<file path="config.mk">
export PLATFORM = sky130hd
export DESIGN_NAME = l2tpv3_encap_decap
export DESIGN_NICKNAME = d
export VERILOG_FILES = /design/src/rtl/core/l2tp_pkg.sv /design/src/rtl/core/l2tpv3_encap_decap.sv /design/src/rtl/core/l2tp_locate.sv
export VERILOG_INCLUDE_DIRS = /design/src /design/src/rtl/core
export SDC_FILE = /design/constraint.sdc
export NUM_CORES = 1
export LEC_CHECK = 0
export BUFFER_PORTS_ARGS = -buffer_cell sky130_fd_sc_hd__clkbuf_2
export CAP_MARGIN = 40
export CORE_MARGIN = 3
export CORE_UTILIZATION = 25
export DETAILED_ROUTE_END_ITERATION = 10
export PLACE_DENSITY = 0.39
export SKIP_LAST_GASP = 1
export SLEW_MARGIN = 20
export SYNTH_ARGS = -nofsm -noshare
export SYNTH_HDL_FRONTEND = slang
export SYNTH_SLANG_ARGS = --single-unit
</file>
<file path="constraint.sdc">
create_clock -name clk -period 16.3 [get_ports clk]
set_clock_uncertainty 0.1 [all_clocks]
set_input_delay 1.63 -clock clk [delete_from_list [all_inputs] [get_ports clk]]
set_output_delay 1.63 -clock clk [all_outputs]
set_load 0.01 [all_outputs]
</file>
<file path="src/rtl/core/l2tpv3_encap_decap_assert.svh">
// ----------------------------------------------------------------------------
// l2tpv3_encap_decap_assert
// Assertion macros shared by the RTL. Each expands to one labeled
// concurrent assertion, clocked on clk and disabled while rst is high.
// ----------------------------------------------------------------------------
`ifndef L2TPV3_ENCAP_DECAP_ASSERT_SVH
`define L2TPV3_ENCAP_DECAP_ASSERT_SVH

// Same-cycle implication.
`define L2TP_ASSERT_NOW(label, ante, cons, msg) \
  label: assert property (@(posedge clk) disable iff (rst) (ante) |-> (cons)) else $error(msg);

// Next-cycle implication.
`define L2TP_ASSERT_NEXT(label, ante, cons, msg) \
  label: assert property (@(posedge clk) disable iff (rst) (ante) |=> (cons)) else $error(msg);

`endif

</file>
<file path="src/rtl/core/l2tp_pkg.sv">
// ----------------------------------------------------------------------------
// l2tp_pkg
// Types, codes and helpers shared by the L2TPv3 encapsulation block.
// ----------------------------------------------------------------------------
package l2tp_pkg;

  localparam int unsigned PAD_MAX = 40;
  localparam logic [31:0] DATA_WORD = 32'h0003_0000;

  // Configuration register indexes
  localparam logic [2:0] CFG_ENCAP_MODE   = 3'd0;
  localparam logic [2:0] CFG_COOKIE_MODE  = 3'd1;
  localparam logic [2:0] CFG_COUNTER_MODE = 3'd2;
  localparam logic [2:0] CFG_TX_SESSION   = 3'd3;
  localparam logic [2:0] CFG_RX_SESSION   = 3'd4;
  localparam logic [2:0] CFG_TX_COOKIE    = 3'd5;
  localparam logic [2:0] CFG_RX_COOKIE    = 3'd6;
  localparam logic [2:0] CFG_PAD_LENGTH   = 3'd7;

  // Input item kinds
  localparam logic KIND_TX = 1'b0;
  localparam logic KIND_RX = 1'b1;

  // Header regions
  localparam logic [2:0] RGN_UDP     = 3'd0;
  localparam logic [2:0] RGN_SESSION = 3'd1;
  localparam logic [2:0] RGN_COOKIE  = 3'd2;
  localparam logic [2:0] RGN_COUNTER = 3'd3;
  localparam logic [2:0] RGN_PAD     = 3'd4;

  typedef struct packed {
    logic [1:0]  encap_mode;
    logic [1:0]  cookie_mode;
    logic [1:0]  counter_mode;
    logic [31:0] tx_session_id;
    logic [31:0] rx_session_id;
    logic [63:0] tx_cookie_value;
    logic [63:0] rx_cookie_value;
    logic [5:0]  pad_length;
  } cfg_t;

  typedef struct packed {
    logic [6:0] udp_len;
    logic [6:0] cookie_len;
    logic [6:0] cnt_len;
    logic [6:0] pad_len;
    logic [6:0] ip_skip;
    logic [6:0] hdr_len;
    logic       cookie_wide;
    logic       cnt_incr;
  } layout_t;

  typedef struct packed {
    logic [2:0] region;
    logic [2:0] k;
  } loc_t;

  // Field lengths derived from the registers; a selector of 3 acts as 2.
  function automatic layout_t get_layout(input cfg_t c);
    layout_t l;
    l.udp_len     = (c.encap_mode >= 2'd2) ? 7'd4 : 7'd0;
    l.ip_skip     = (c.encap_mode == 2'd0) ? 7'd20 : 7'd0;
    l.cookie_len  = (c.cookie_mode == 2'd0) ? 7'd0 :
                    ((c.cookie_mode == 2'd1) ? 7'd4 : 7'd8);
    l.cookie_wide = (c.cookie_mode >= 2'd2);
    l.cnt_len     = (c.counter_mode != 2'd0) ? 7'd4 : 7'd0;
    l.cnt_incr    = (c.counter_mode == 2'd1);
    l.pad_len     = (c.pad_length > 6'(PAD_MAX)) ? 7'(PAD_MAX) : {1'b0, c.pad_length};
    l.hdr_len     = l.udp_len + 7'd4 + l.cookie_len + l.cnt_len + l.pad_len;
    return l;
  endfunction

  // Big-endian byte k of a 4-byte (wide low) or 8-byte (wide high) field.
  function automatic logic [7:0] be_byte(input logic [63:0] v, input logic wide,
                                         input logic [2:0] k);
    logic [2:0] sh;
    sh = wide ? (3'd7 - k) : (3'd3 - k);
    return v[{sh, 3'b000} +: 8];
  endfunction

endpackage

</file>
<file path="src/rtl/core/l2tpv3_encap_decap.sv">
// ----------------------------------------------------------------------------
// l2tpv3_encap_decap
// L2TPv3 data-plane header insertion (transmit) and check/strip (receive).
// ----------------------------------------------------------------------------
// Usage:
//  - Input channel (in_valid/in_stall): one byte per transfer with kind
//    (transmit or receive), data_byte and frame_last. Transmit and receive
//    streams keep separate state and may interleave byte by byte.
//  - Output channel (out_valid/out_stall): one result byte per transfer with
//    direction, out_byte, frame_end, dropped and run_end; run_end marks the
//    last result caused by an input byte.
//  - Config port (cfg_valid/cfg_ready, cfg_index, cfg_data): always ready;
//    write registers only while the block is idle.
//  - Path: an input transfer passes the input register, then the output
//    register, before its first result.
//  - Throughput: one byte per cycle while the output does not stall. The
//    first byte of a transmit frame holds the input register while its
//    header bytes are emitted. Receive bytes with no result (header bytes,
//    swallowed payload) retire even while the output stalls.
//  - Reset (rst, synchronous): clears configuration, valid flags, header position,
//    sequence counter, frame state and receive position; no clearing pass.
//  - A stalled output holds its result; the input register then fills and
//    in_stall rises until the output moves again (not for a resultless receive byte).
// ----------------------------------------------------------------------------
`include "l2tpv3_encap_decap_assert.svh"

module l2tpv3_encap_decap (
  input  logic       clk,
  input  logic       rst,
  // configuration writes
  input  logic       cfg_valid,
  output logic       cfg_ready,
  input  logic [2:0] cfg_index,
  input  logic [63:0] cfg_data,
  // input bytes
  input  logic       in_valid,
  output logic       in_stall,
  input  logic       kind,
  input  logic [7:0] data_byte,
  input  logic       frame_last,
  // result bytes
  output logic       out_valid,
  input  logic       out_stall,
  output logic       direction,
  output logic [7:0] out_byte,
  output logic       frame_end,
  output logic       dropped,
  output logic       run_end
);
  import l2tp_pkg::*;

  // Configuration registers
  cfg_t    cfg;
  layout_t lay;

  // Stream state
  logic        tx_in_frame;
  logic [31:0] tx_sequence;
  logic [6:0]  rx_position;
  logic        rx_header_ok;

  // Input register holding the byte being worked on
  logic       pend_valid;
  logic       pend_kind;
  logic [7:0] pend_byte;
  logic       pend_last;
  logic [5:0] hdr_pos;

  // Handshake
  logic advance, pend_done, in_accept;

  // Transmit path
  loc_t       tx_loc;
  logic       tx_hdr_phase;
  logic [7:0] tx_hdr_byte;
  logic [31:0] tx_cnt;

  // Receive path
  loc_t       rx_loc;
  logic [6:0] rx_hl, rx_offs;
  logic       rx_in_hdr, rx_mismatch, rx_emit;

  // Result of the current cycle
  logic       res_emit, res_dir, res_fe, res_drop, res_run_end;
  logic [7:0] res_byte;

  // Terms checked by the assertions
  logic chk_drop_shape, chk_mid_shape, chk_hdr_step;

  assign cfg_ready = 1'b1;
  assign lay       = get_layout(cfg);

  // Write the addressed register; out-of-range bits are masked.
  always_ff @(posedge clk) begin
    if (rst) begin
      cfg <= '0;
    end else if (cfg_valid && cfg_ready) begin
      unique case (cfg_index)
        CFG_ENCAP_MODE:   cfg.encap_mode      <= cfg_data[1:0];
        CFG_COOKIE_MODE:  cfg.cookie_mode     <= cfg_data[1:0];
        CFG_COUNTER_MODE: cfg.counter_mode    <= cfg_data[1:0];
        CFG_TX_SESSION:   cfg.tx_session_id   <= cfg_data[31:0];
        CFG_RX_SESSION:   cfg.rx_session_id   <= cfg_data[31:0];
        CFG_TX_COOKIE:    cfg.tx_cookie_value <= cfg_data;
        CFG_RX_COOKIE:    cfg.rx_cookie_value <= cfg_data;
        CFG_PAD_LENGTH:   cfg.pad_length      <= cfg_data[5:0];
        default: ;
      endcase
    end
  end

  // Transmit: one header byte per cycle unless the output stalls.
  assign tx_hdr_phase = !tx_in_frame && ({1'b0, hdr_pos} < lay.hdr_len);

  l2tp_locate u_tx_locate (
    .lay  (lay),
    .offs ({1'b0, hdr_pos}),
    .loc  (tx_loc)
  );

  // The sequence is pre-incremented on the first header byte, so counter
  // bytes (always past the session) already see the new value.
  assign tx_cnt = lay.cnt_incr ? tx_sequence : 32'd0;

  always_comb begin
    case (tx_loc.region)
      RGN_UDP:     tx_hdr_byte = be_byte({32'd0, DATA_WORD}, 1'b0, tx_loc.k);
      RGN_SESSION: tx_hdr_byte = be_byte({32'd0, cfg.tx_session_id}, 1'b0, tx_loc.k);
      RGN_COOKIE:  tx_hdr_byte = lay.cookie_wide ?
                                 be_byte(cfg.tx_cookie_value, 1'b1, tx_loc.k) :
                                 be_byte({32'd0, cfg.tx_cookie_value[31:0]}, 1'b0,
                                         tx_loc.k);
      RGN_COUNTER: tx_hdr_byte = be_byte({32'd0, tx_cnt}, 1'b0, tx_loc.k);
      default:     tx_hdr_byte = 8'd0;
    endcase
  end

  // ---------------- receive: check header bytes, pass payload ----------------
  assign rx_hl     = lay.ip_skip + lay.hdr_len;
  assign rx_in_hdr = rx_position < rx_hl;
  assign rx_offs   = rx_position - lay.ip_skip;

  l2tp_locate u_rx_locate (
    .lay  (lay),
    .offs (rx_offs),
    .loc  (rx_loc)
  );

  always_comb begin
    rx_mismatch = 1'b0;
    if (rx_position >= lay.ip_skip) begin
      case (rx_loc.region)
        RGN_SESSION: rx_mismatch = pend_byte !=
                                   be_byte({32'd0, cfg.rx_session_id}, 1'b0, rx_loc.k);
        RGN_COOKIE: begin
          // A 32-bit cookie compares zero-extended against the 64-bit value.
          rx_mismatch = (pend_byte != be_byte(cfg.rx_cookie_value, lay.cookie_wide,
                                              rx_loc.k)) ||
                        (!lay.cookie_wide && (cfg.rx_cookie_value[63:32] != 32'd0));
        end
        default: rx_mismatch = 1'b0;
      endcase
    end
  end

  assign rx_emit = (rx_in_hdr || !rx_header_ok) ? pend_last : 1'b1;

  // ---------------- result selection ----------------
  always_comb begin
    if (pend_kind == KIND_TX) begin
      res_emit    = 1'b1;
      res_dir     = 1'b1;
      res_byte    = tx_hdr_phase ? tx_hdr_byte : pend_byte;
      res_fe      = tx_hdr_phase ? 1'b0 : pend_last;
      res_drop    = 1'b0;
      res_run_end = !tx_hdr_phase;
    end else begin
      res_emit    = rx_emit;
      res_dir     = 1'b0;
      res_run_end = 1'b1;
      if (rx_in_hdr || !rx_header_ok) begin
        // drop marker
        res_byte = 8'd0;
        res_fe   = 1'b1;
        res_drop = 1'b1;
      end else begin
        res_byte = pend_byte;
        res_fe   = pend_last;
        res_drop = 1'b0;
      end
    end
  end

  // ---------------- handshake ----------------
  // The output register takes a new result when empty or being drained.
  assign advance   = !out_valid || !out_stall;
  assign pend_done = pend_valid &&
                     ((pend_kind == KIND_TX) ? (advance && !tx_hdr_phase) :
                      (rx_emit ? advance : 1'b1));
  assign in_stall  = pend_valid && !pend_done;
  assign in_accept = in_valid && !in_stall;

  // Input register
  always_ff @(posedge clk) begin
    if (rst) begin
      pend_valid <= 1'b0;
    end else if (in_accept) begin
      pend_valid <= 1'b1;
    end else if (pend_done) begin
      pend_valid <= 1'b0;
    end
  end

  always_ff @(posedge clk) begin
    if (in_accept) begin
      pend_kind <= kind;
      pend_byte <= data_byte;
      pend_last <= frame_last;
    end
  end

  // Transmit state: advance the header position, bump the sequence on the
  // first header byte, track frame boundaries on the payload byte.
  always_ff @(posedge clk) begin
    if (rst) begin
      tx_in_frame <= 1'b0;
      tx_sequence <= 32'd0;
      hdr_pos     <= 6'd0;
    end else if (pend_valid && (pend_kind == KIND_TX) && advance) begin
      if (tx_hdr_phase) begin
        hdr_pos <= hdr_pos + 6'd1;
        if ((hdr_pos == 6'd0) && lay.cnt_incr) begin
          tx_sequence <= tx_sequence + 32'd1;
        end
      end else begin
        hdr_pos     <= 6'd0;
        tx_in_frame <= !pend_last;
      end
    end
  end

  // Receive state: one step per retired receive header byte; a frame's last byte resets it.
  always_ff @(posedge clk) begin
    if (rst) begin
      rx_position  <= 7'd0;
      rx_header_ok <= 1'b1;
    end else if (pend_done && (pend_kind == KIND_RX)) begin
      if (pend_last) begin
        rx_position  <= 7'd0;
        rx_header_ok <= 1'b1;
      end else if (rx_in_hdr) begin
        rx_position <= rx_position + 7'd1;
        if (rx_mismatch) begin
          rx_header_ok <= 1'b0;
        end
      end
    end
  end

  // Output register
  always_ff @(posedge clk) begin
    if (rst) begin
      out_valid <= 1'b0;
    end else if (advance) begin
      out_valid <= pend_valid && res_emit;
    end
  end

  always_ff @(posedge clk) begin
    if (advance) begin
      direction <= res_dir;
      out_byte  <= res_byte;
      frame_end <= res_fe;
      dropped   <= res_drop;
      run_end   <= res_run_end;
    end
  end

  // ---------------- assertions ----------------
  assign chk_drop_shape = frame_end && !direction && (out_byte == 8'd0) && run_end;
  assign chk_mid_shape  = direction && !frame_end;
  assign chk_hdr_step   = pend_valid && (pend_kind == KIND_TX) && tx_hdr_phase && advance;

  `L2TP_ASSERT_NOW(a_drop_marker, out_valid && dropped, chk_drop_shape, "malformed drop marker")
  `L2TP_ASSERT_NOW(a_multi_tx_only, out_valid && !run_end, chk_mid_shape, "bad mid result")
  `L2TP_ASSERT_NEXT(a_hdr_emit, chk_hdr_step, out_valid && direction && !run_end, "no header byte")

endmodule

</file>
<file path="src/rtl/core/l2tp_locate.sv">
// ----------------------------------------------------------------------------
// l2tp_locate
// Map a header offset to its region and the byte index inside that region.
// ----------------------------------------------------------------------------
module l2tp_locate (
  input  l2tp_pkg::layout_t lay,
  input  logic [6:0]        offs,
  output l2tp_pkg::loc_t    loc
);
  import l2tp_pkg::*;

  logic [6:0] b_sess, b_cookie, b_cnt, b_pad, diff;

  assign b_sess   = lay.udp_len;
  assign b_cookie = b_sess + 7'd4;
  assign b_cnt    = b_cookie + lay.cookie_len;
  assign b_pad    = b_cnt + lay.cnt_len;

  always_comb begin
    loc.region = RGN_PAD;
    diff       = 7'd0;
    if (offs < b_sess) begin
      loc.region = RGN_UDP;
      diff       = offs;
    end else if (offs < b_cookie) begin
      loc.region = RGN_SESSION;
      diff       = offs - b_sess;
    end else if (offs < b_cnt) begin
      loc.region = RGN_COOKIE;
      diff       = offs - b_cookie;
    end else if (offs < b_pad) begin
      loc.region = RGN_COUNTER;
      diff       = offs - b_cnt;
    end
    loc.k = diff[2:0];
  end

endmodule
</file>
==> results.ini, run 1 <==
[placement]
dp_hpwl_mm=38.6
dp_slack_ps=9320
io_buffers=95
placedCellCount=2505
gp_congestion=0.809

[floorplanning]
fp.dieArea_sq_mm=0.0586
row_count=85
coreArea_sq_mm=0.0545
io_pins=97
start_util_pct=25.6
die_width_microns=242
die_h_microns=242

[synthesis]
synth-edff-count=22
syn_area_sq_mm=0.0139
syn_avg_cell_area_sq_um=7.86
ys_warn_count=0
yosysUniqueCellTypes=70
synth_area_leaders=dfxtp_1 36%, nand2_1 12%, a21oi_1 9.1%
yosys-top-cells-count=448 x nand2_1, 253 x a21oi_1, 253 x dfxtp_1, 110 x clkbuf_1, 100 x nor2_1
synth_top_cell_area_share_pct=36.4
async_flop_share_pct=0
syn-instance-count=1773
synth_top_area_cell=dfxtp_1
synth-seq-cells=275
synthesis.nets=1895
post-synth-top-count-cell=nand2_1
ys_seq_area_share_pct=41.1
synth_ff_type=dfxtp_1

[pwr]
power_switching_mw=0.436
internal-power_mw=1.22
ir_drop_mv=0.0544
p_leak_nw=5.80
p_seq_share_pct=43.4
power_density_mw_per_mm2=102
p_sw_share_pct=26.4
clkPwrFrac_pct=47.4
pwr-share-comb_pct=9.2

[worst_setup_path]
slowest_delay_ps=800
startpoint_type=flop
cpMostUsedCell=ha_1
endpoint_kind=output pin
crit_path_cell_trace=nor2b_1 > ha_1 > ha_1 > ha_1 > fa_1 > xnor2_1 > xnor2_1 > ha_1 > a21oi_1 > nor2_1 > xor2_1 > ha_1 > a21o_1 > a21o_1 > o311a_1 > nand2b_1 > inv_1 > a21o_1 > a21boi_0 > clkbuf_2
crit_slowest_cell=dfxtp_1
required_ps=14570
crit_path_max_fanout=19
path_class=flop to output pin
arrival_ps=5800

[drt]
ant_nets=0
avgRoutedWirePerCell_microns=21.2
highest_layer=met4
wl_met1_mm=26.6
drt_iter0_drc=1037
dr.pass1.iters=8
route.met3.wl_mm=1.93
vias_per_cell=5.02
wirelength_mm=54.3
dr_total_vias=12900
route.met2.wl_mm=24.6
drc=0

[sta]
fin_setup_tns_ps=0
period_needed_ps=7530
holdWs_ps=352
finalWorstSetupSlack_ps=8770
period_share_pct=46.2
rsz0062_at_grt=false
worst_pin_slew_ps=829
fmax_mhz=133
hold_viol=0
slew_violations=0
slew_headroom_pct=44.3
setup_violations=0

[run_status]
outcome=completed

[clocking]
cts_root_buffer=clkbuf_16
tritoncts=built
postCtsSetupRepairBufs=0
clkSinkCount=275
post_cts_resized=0
htreeDepth=2
clk_latency_ps=550
cts.clk_slew.worst_paths_ps=60
clock_path_buffers=3
cts_buffers=35
hold_buffers=0

[final_layout]
synthToLayoutAreaGrowth_pct=16.5
fin_nets=1926
instances_no_fill=2566
drive_above_1_share_pct=11.6

[flow_run]
cap_violations=0

[global_routing]
overflow=0
grt_pass1_vias=12200
grt_max_degree=95
grt_pass1_wl_mm=80.6
antenna_found_initial=0
grt_usage_pct=18.0

[worst_hold_path]
min-delay-path-class=flop to flop

[worst paths after layout]
path                              start                     to  slack, ps  depth (start not counted)
setup reg to reg  cfg[201]$_SDFFE_PP0P_  out_byte[7]$_DFFE_PN_      10010                         16
hold / removal    cfg[117]$_SDFFE_PP0P_  cfg[117]$_SDFFE_PP0P_        350                          2
setup / recovery  cfg[201]$_SDFFE_PP0P_               in_stall       8770                         20
hold reg to reg   cfg[117]$_SDFFE_PP0P_  cfg[117]$_SDFFE_PP0P_        350                          2
[critical path: cells and delay by family, from the launching register on]
kind / cells / cell delay [ps]
simple gates: 3 / 370
buf+inv: 2 / 310
flops: 1 / 800
compound gates: 6 / 1290
fa+ha+maj: 6 / 1960
xor+xnor: 3 / 530
[sequential cells by signal (all words and copies together) (netlist names), 6 cells and up]
register	cells
pend_byte	8
hdr_pos	6
out_byte	8
rx_position	7
cfg	204
tx_sequence	32
[layer usage]
metal	vias up	global-route usage, %
li1	6282	-
met5	-	0
met1	6249	25.9
met2	286	28.6
met4	0	4.95
met3	63	1.91
[logic make-up after synthesis]
kind of cell / after synthesis / share of synthesized area, %
xor gates and xnor gates: 45 / 2.83
adders and majority gates: 44 / 3.93
muxes: 63 / 4.80
and+or+nand+nor: 706 / 21.6
DFF: 275 / 41.1
other: 1 / 0.0269
buffers and inverters: 163 / 4.60
AOI/OAI and AO/OA: 476 / 21.1
[layout by cell type (no fill, tap or decap), types with 10 or more instances in the layout]
cell type    n
a31oi_1     19
nand2_1    447
or3_1       14
nand3_1     22
xor2_1      16
nand4_1     14
a21o_1      10
clkbuf_16   36
edfxtp_1    22
buf_4       20
a22oi_1     20
clkbuf_2    94
a211oi_1    14
xnor2_1     29
nor2b_1     11
o22ai_1     27
a21oi_1    253
dfxtp_1    252
inv_1       37
ha_1        39
nor3_1      38
a221oi_1    15
nor2_1      96
mux2i_1     54
o21ai_0     36
[area by class of cell]
class	count	area, sq um
Tap cell	739	925
Antenna cell	1	2.50
Sequential cell	275	5730
Multi-Input combinational cell	1335	7610
Fill cell	6016	38200
Timing Repair Buffer	120	687
Clock inverter	14	136
Inverter	37	139
Clock buffer	45	1000
[power groups by stage]
stage                     combinational (mW)  sequential, mW  clock [mW]
after floorplan                       0.0880           0.723           0
after global placement                 0.152           0.731           0
after detailed placement               0.153           0.732           0
after CTS                              0.153           0.717       0.803
after global routing                   0.167           0.719       0.828
final                                  0.152           0.716       0.783
[through the flow]
stage               total power, mW  utilization (%)  cell area [sq um]
finish                         1.65             29.8              16200
global route                   1.71             29.8              16200
CTS                            1.67             29.8              16200
detailed placement            0.884             27.7              15100
global placement              0.883             27.6              15000
floorplan                     0.811                -              13900
Note: power is estimated with default switching activity, not from simulation.
==> run 2, diff against run 1 <==
==> constraint.sdc (replaced) <==
create_clock -name clk -period 7.5 [get_ports clk]
set_clock_uncertainty 0.1 [all_clocks]
set_input_delay 0.75 -clock clk [delete_from_list [all_inputs] [get_ports clk]]
set_output_delay 0.75 -clock clk [all_outputs]
set_load 0.01 [all_outputs]
==> run 2 against run 1 <==
Routed wire length is 1.2% lower. Sequential share of layout area is 0.065 points lower. Register-to-register slack worse by 8500 ps. Power is 120% higher. Critical path depth stayed put. Clock power is 120% higher. Global-route usage is 0.14 points lower.
==> results.ini, run 2 (same netlist as run 1, synthesis figures left out) <==
[final_layout]
largest_register_ffs=204  ; unchanged
layout_commonest_cell=nand2_1
multi_input_area_sq_mm=0.00761  ; about the same
n_fill_cell=5964  ; -0.86%
fin_nets=1928  ; +0.10%
instances_no_fill=2571  ; +0.19%
reg_top3=cfg (204), tx_sequence (32)
final_core_util_pct=29.9  ; +0.055 points
antenna_cells=0  ; -1
top_register=cfg
drive_above_1_share_pct=11.7  ; +0.13 points
finalInstanceArea_sq_mm=0.0163  ; +0.18%
regArea_sq_mm=0.00573  ; unchanged
final_cell_mix=447 x nand2_1, 253 x a21oi_1, 252 x dfxtp_1
synthToLayoutAreaGrowth_pct=16.7

[clocking]
tritoncts=built
htreeDepth=2  ; unchanged
clkSinkCount=275  ; unchanged
cts.clk_slew.worst_paths_ps=50  ; about the same
clock_path_buffers=3  ; unchanged
hold_buffers=0  ; unchanged
postCtsSetupRepairBufs=0  ; unchanged
clk_latency_ps=570  ; +20 ps
cts_root_buffer=clkbuf_16
post_cts_resized=0  ; unchanged
cts_buffers=36  ; +2.9%

[worst_setup_path]
required_ps=6650  ; -7920 ps
crit_path_max_fanout=19  ; unchanged
crit-reg2reg-launch=cfg[201]$_SDFFE_PP0P_
startpoint_type=flop
endpoint_kind=output pin
startpoint=cfg[201]$_SDFFE_PP0P_
path_class=flop to output pin
arrival_ps=5790  ; about the same

[flow_run]
cap_violations=0  ; unchanged

[floorplanning]
fp.dieArea_sq_mm=0.0586  ; unchanged
die_h_microns=242  ; unchanged
start_util_pct=25.6  ; unchanged
coreArea_sq_mm=0.0545  ; unchanged
io_pins=97  ; unchanged
die_width_microns=242  ; unchanged
row_count=85  ; unchanged

[global_routing]
antenna_found_initial=3  ; +3
grt_pass1_wl_mm=80.3  ; -0.39%
overflow=0  ; unchanged
grt_max_degree=97  ; +2.1%
grt_usage_pct=17.9  ; -0.14 points
grt_pass1_vias=12500  ; +1.8%

[pwr]
total_power_mw=3.58  ; +120%
power_density_mw_per_mm2=220  ; +120%
p_leak_nw=5.80  ; about the same
ir_drop_mv=0.133  ; +150%

[drt]
vias_per_cell=5.04  ; +0.47%
drc=0  ; unchanged
wirelength_mm=53.7  ; -1.2%
ant_nets=0  ; unchanged
drt_iter0_drc=1009  ; -2.7%
dr.pass1.iters=7  ; -1
avgRoutedWirePerCell_microns=20.9  ; -1.4%
dr_total_vias=13000  ; +0.67%

[sta]
fin_setup_tns_ps=0  ; unchanged
fmax_mhz=151
slew_violations=0  ; unchanged
hold_viol=0  ; unchanged
slew_headroom_pct=44.0  ; -0.33 points
worst_pin_slew_ps=840  ; +10.9 ps
period_share_pct=88.6
finalWorstSetupSlack_ps=856  ; -7910 ps
period_needed_ps=6640
setup_violations=0  ; unchanged
rsz0062_at_grt=false
holdWs_ps=277  ; -75.8 ps

[placement]
placed_cell_area_sq_mm=0.0151  ; +0.25%
dp_hpwl_mm=38.3  ; -0.85%
io_buffers=95  ; unchanged
gp_congestion=0.829  ; +2.5%
placedCellCount=2507  ; +0.080%
dp_slack_ps=1410  ; -7910 ps

[worst_hold_path]
worstHoldStart=frame_last
min-delay-path-class=input port to flop

[run_status]
outcome=completed

## run 2: report_power, final
| group | leakage (nW) | switching (mW) | internal (mW) |
|---|---|---|---|
| logic | 2.96 | 0.222 | 0.109 |
| clock network | 0.563 | 0.713 | 0.977 |
| registers | 2.28 | 0.0371 | 1.52 |
| total | 5.80 | 0.972 | 2.61 |
## run 2: final timing paths
| path | to | slack (ps) | cells after the start |
|---|---|---|---|
| max | in_stall | 860 | 20 |
| min | pend_last$_DFFE_PP_ | 280 | 1 |
| max reg2reg | pend_byte[5]$_DFFE_PP_ | 1480 | 19 |
| min reg2reg | cfg[85]$_SDFFE_PP0P_ | 350 | 2 |
## run 2: critical path, cell delays in order (launching register included)
cell      delay, ps
dfxtp_1         790
nor2b_1         110
ha_1            350
ha_1            210
ha_1            340
fa_1            480
xnor2_1         160
xnor2_1         160
ha_1            360
a21oi_1         140
nor2_1           60
xor2_1          160
ha_1            300
a21o_1          150
a21o_1          110
o311a_1         380
nand2b_1        190
inv_1           100
a21o_1          180
a21boi_0        320
clkbuf_2        210
## run 2: cell type report
type                    instances  area share [%]
multi-input cells            1335            46.8
flip-flops and latches        275            35.2
inverters                      37           0.854
clock buffers                  47            6.10
well taps                     739            5.69
clock inverters                17           0.931
repair buffers                121            4.38
## run 2: per-layer routing
metal	global-route usage [%]	up-vias	wire (microns)
li1	-	6306	-
met1	25.8	6261	26200
met2	27.7	325	23700
met3	2.29	74	2450
met4	5.29	0	1320
met5	0	-	0
==> run 3, diff against run 2 <==
--- a/config.mk
+++ b/config.mk
@@ -11,7 +11,7 @@
 export CORE_MARGIN = 3
 export CORE_UTILIZATION = 25
 export DETAILED_ROUTE_END_ITERATION = 10
-export PLACE_DENSITY = 0.39
+export PLACE_DENSITY = 0.4
 export SKIP_LAST_GASP = 1
 export SLEW_MARGIN = 20
 export SYNTH_ARGS = -nofsm -noshare
==> constraint.sdc (replaced) <==
create_clock -name clk -period 5.91 [get_ports clk]
set_clock_uncertainty 0.1 [all_clocks]
set_input_delay 0.591 -clock clk [delete_from_list [all_inputs] [get_ports clk]]
set_output_delay 0.591 -clock clk [all_outputs]
set_load 0.01 [all_outputs]
==> run 3 against run 2 <==
Sequential share of layout area is 0.48 points lower. Design area is 1.5% higher. Hold slack worse by 150 ps. Clock power is 37% higher. Critical path depth stayed put. Power is 32% higher. Count of clock-buffer cells in the layout is 9 higher. Flip-flop and latch count stayed put. Via count is 0.20% higher. Die area stayed put.
==> results.ini, run 3 (same netlist as run 1, synthesis figures left out) <==
[run_status]
outcome=completed

[pwr]
ir_drop_mv=0.154  ; +15%
internal-power_mw=3.50  ; +34%
p_leak_nw=5.89  ; +1.6%
power_density_mw_per_mm2=286  ; +30%
p_sw_share_pct=25.8  ; -1.3 points
clkPwrFrac_pct=49.1  ; +1.9 points
p_seq_share_pct=41.8  ; -1.7 points
power_switching_mw=1.22  ; +26%
pwr-share-comb_pct=9.1  ; about the same

[final_layout]
multi_input_area_sq_mm=0.00764  ; +0.36%
final_cell_mix=447 x nand2_1, 253 x a21oi_1, 251 x dfxtp_1
regArea_sq_mm=0.00573  ; about the same
largest_register_ffs=204  ; unchanged
reg_top3=cfg (204), tx_sequence (32)
n_fill_cell=5960  ; -0.067%
antenna_cells=0  ; unchanged
top_register=cfg
drive_above_1_share_pct=12.5  ; +0.78 points
layout_commonest_cell=nand2_1
instances_no_fill=2584  ; +0.51%
fin_nets=1939  ; +0.57%
synthToLayoutAreaGrowth_pct=18.4

[worst_setup_path]
crit_buf_inv=3  ; +1
startpoint_type=flop
crit_path_cell_trace=inv_1 > ha_1 > ha_4 > ha_2 > fa_2 > xnor2_1 > xnor2_1 > ha_1 > a21oi_1 > nor2_1 > xor2_1 > ha_1 > a21o_1 > a21o_1 > o311a_4 > nand2b_1 > inv_1 > a21o_1 > a21boi_2 > clkbuf_2
critPathTopFamily=adder cells
endpoint_kind=output pin
required_ps=5220  ; -1430 ps
cp.depth=20  ; unchanged
rr_worst_depth=19  ; unchanged
crit_slowest_cell=fa_2
path_class=flop to output pin
slowest_delay_ps=410  ; -380 ps
crit_path_max_fanout=7  ; -12
arrival_ps=4900  ; -890 ps

[sta]
fmax_mhz=179
slew_violations=0  ; unchanged
fin_setup_tns_ps=0  ; unchanged
setup_violations=0  ; unchanged
period_needed_ps=5600
worst_pin_slew_ps=819  ; -20.7 ps
period_share_pct=94.7
slew_headroom_pct=45.4  ; +1.4 points
rsz0062_at_grt=false
hold_viol=0  ; unchanged

[clocking]
tritoncts=built
clk_latency_ps=550  ; -20 ps
cts_buffers=36  ; unchanged
cts_root_buffer=clkbuf_16
clkSinkCount=275  ; unchanged
clock_path_buffers=3  ; unchanged
hold_buffers=0  ; unchanged
htreeDepth=2  ; unchanged
cts.clk_slew.worst_paths_ps=60  ; about the same

[floorplanning]
coreArea_sq_mm=0.0545  ; unchanged
io_pins=97  ; unchanged
die_width_microns=242  ; unchanged
die_h_microns=242  ; unchanged
start_util_pct=25.6  ; unchanged
fp.dieArea_sq_mm=0.0586  ; unchanged
row_count=85  ; unchanged

[worst_hold_path]
min_path_cells=1  ; unchanged
min-delay-path-class=input port to flop

[drt]
dr.pass1.iters=8  ; +1
vias_per_cell=5.03  ; -0.30%
wirelength_mm=53.9  ; +0.34%
avgRoutedWirePerCell_microns=20.8  ; -0.16%
ant_nets=0  ; unchanged
dr_total_vias=13000  ; +0.20%
drc=0  ; unchanged
drt_iter0_drc=1088  ; +7.8%

[placement]
dp_hpwl_mm=38.7  ; +1.0%
placedCellCount=2514  ; +0.28%
io_buffers=95  ; unchanged
gp_congestion=0.835  ; +0.76%

[global_routing]
antenna_found_initial=1  ; -2
grt_pass1_vias=12400  ; -0.26%
grt_pass1_wl_mm=79.9  ; -0.50%
overflow=0  ; unchanged
grt_max_degree=106  ; +9.3%
grt_usage_pct=17.8  ; -0.077 points

[flow_run]
cap_violations=0  ; unchanged

==> run 3: cell type report <==
class,instances,area share [%]
clock buffers,56,6.72
multi-input cells,1335,46.3
clock inverters,10,0.887
flip-flops and latches,275,34.7
repair buffers,132,4.88
inverters,37,0.842
well taps,739,5.60
==> run 3: stage by stage <==
| stage | cell area (sq um) | setup WS, ps | total power [mW] | hold WS, ps | utilization [%] |
|---|---|---|---|---|---|
| floorplan | 13900 | 430 | 2.24 | 333 | - |
| global route | 16500 | 11.7 | 4.90 | 107 | 30.3 |
| global placement | 15100 | 409 | 2.44 | 341 | 27.8 |
| finish | 16500 | 315 | 4.72 | 131 | 30.3 |
| detailed placement | 15200 | 337 | 2.44 | 346 | 27.9 |
| CTS | 16400 | 31.2 | 4.78 | 96.4 | 30.2 |
==> run 3: worst paths after layout <==
kind | from | to | slack [ps]
worst max-delay path | cfg[203]$_SDFFE_PP0P_ | in_stall | 310
worst min-delay path | kind | pend_kind$_DFFE_PP_ | 130
worst max register to register | cfg[203]$_SDFFE_PP0P_ | rx_header_ok$_SDFFE_PP1P_ | 550
worst min register to register | cfg[153]$_SDFFE_PP0P_ | cfg[153]$_SDFFE_PP0P_ | 350
==> run 3: worst reg2reg max path, cell delays in order (launching register included) <==
cell and delay, ps:
dfxtp_1 360, buf_4 220, or2_2 150, inv_1 70
ha_1 210, ha_1 360, inv_1 100, ha_1 270
a21boi_0 260, o21ai_0 130, o22ai_1 470, a2111oi_2 140
o32ai_4 610, o311ai_0 250, a2111oi_0 450, a311oi_1 100
a211oi_1 610, buf_4 240, o32ai_1 80, a21oi_1 110
==> run 3: per-layer routing <==
metal  global-route usage [%]  part of all wire (%)
met1                     24.6                    47
met2                     28.5                    45
met3                     2.92                   4.9
met4                     5.20                   2.4
met5                        0                 0.024
==> run 3: power groups by stage <==
| stage | Clock, mW | Sequential (mW) | Combinational [mW] |
|---|---|---|---|
| final | 2.32 | 1.97 | 0.432 |
| after floorplan | 0 | 2.00 | 0.243 |
| after global routing | 2.45 | 1.98 | 0.472 |
| after detailed placement | 0 | 2.01 | 0.429 |
| after CTS | 2.38 | 1.97 | 0.432 |
| after global placement | 0 | 2.01 | 0.424 |
==> run 3: timing repair <==
action	CTS	global route
pin swaps	0	2
gates resized for setup	3	5
endpoints found under the setup margin	1	1
buffers inserted	0	2
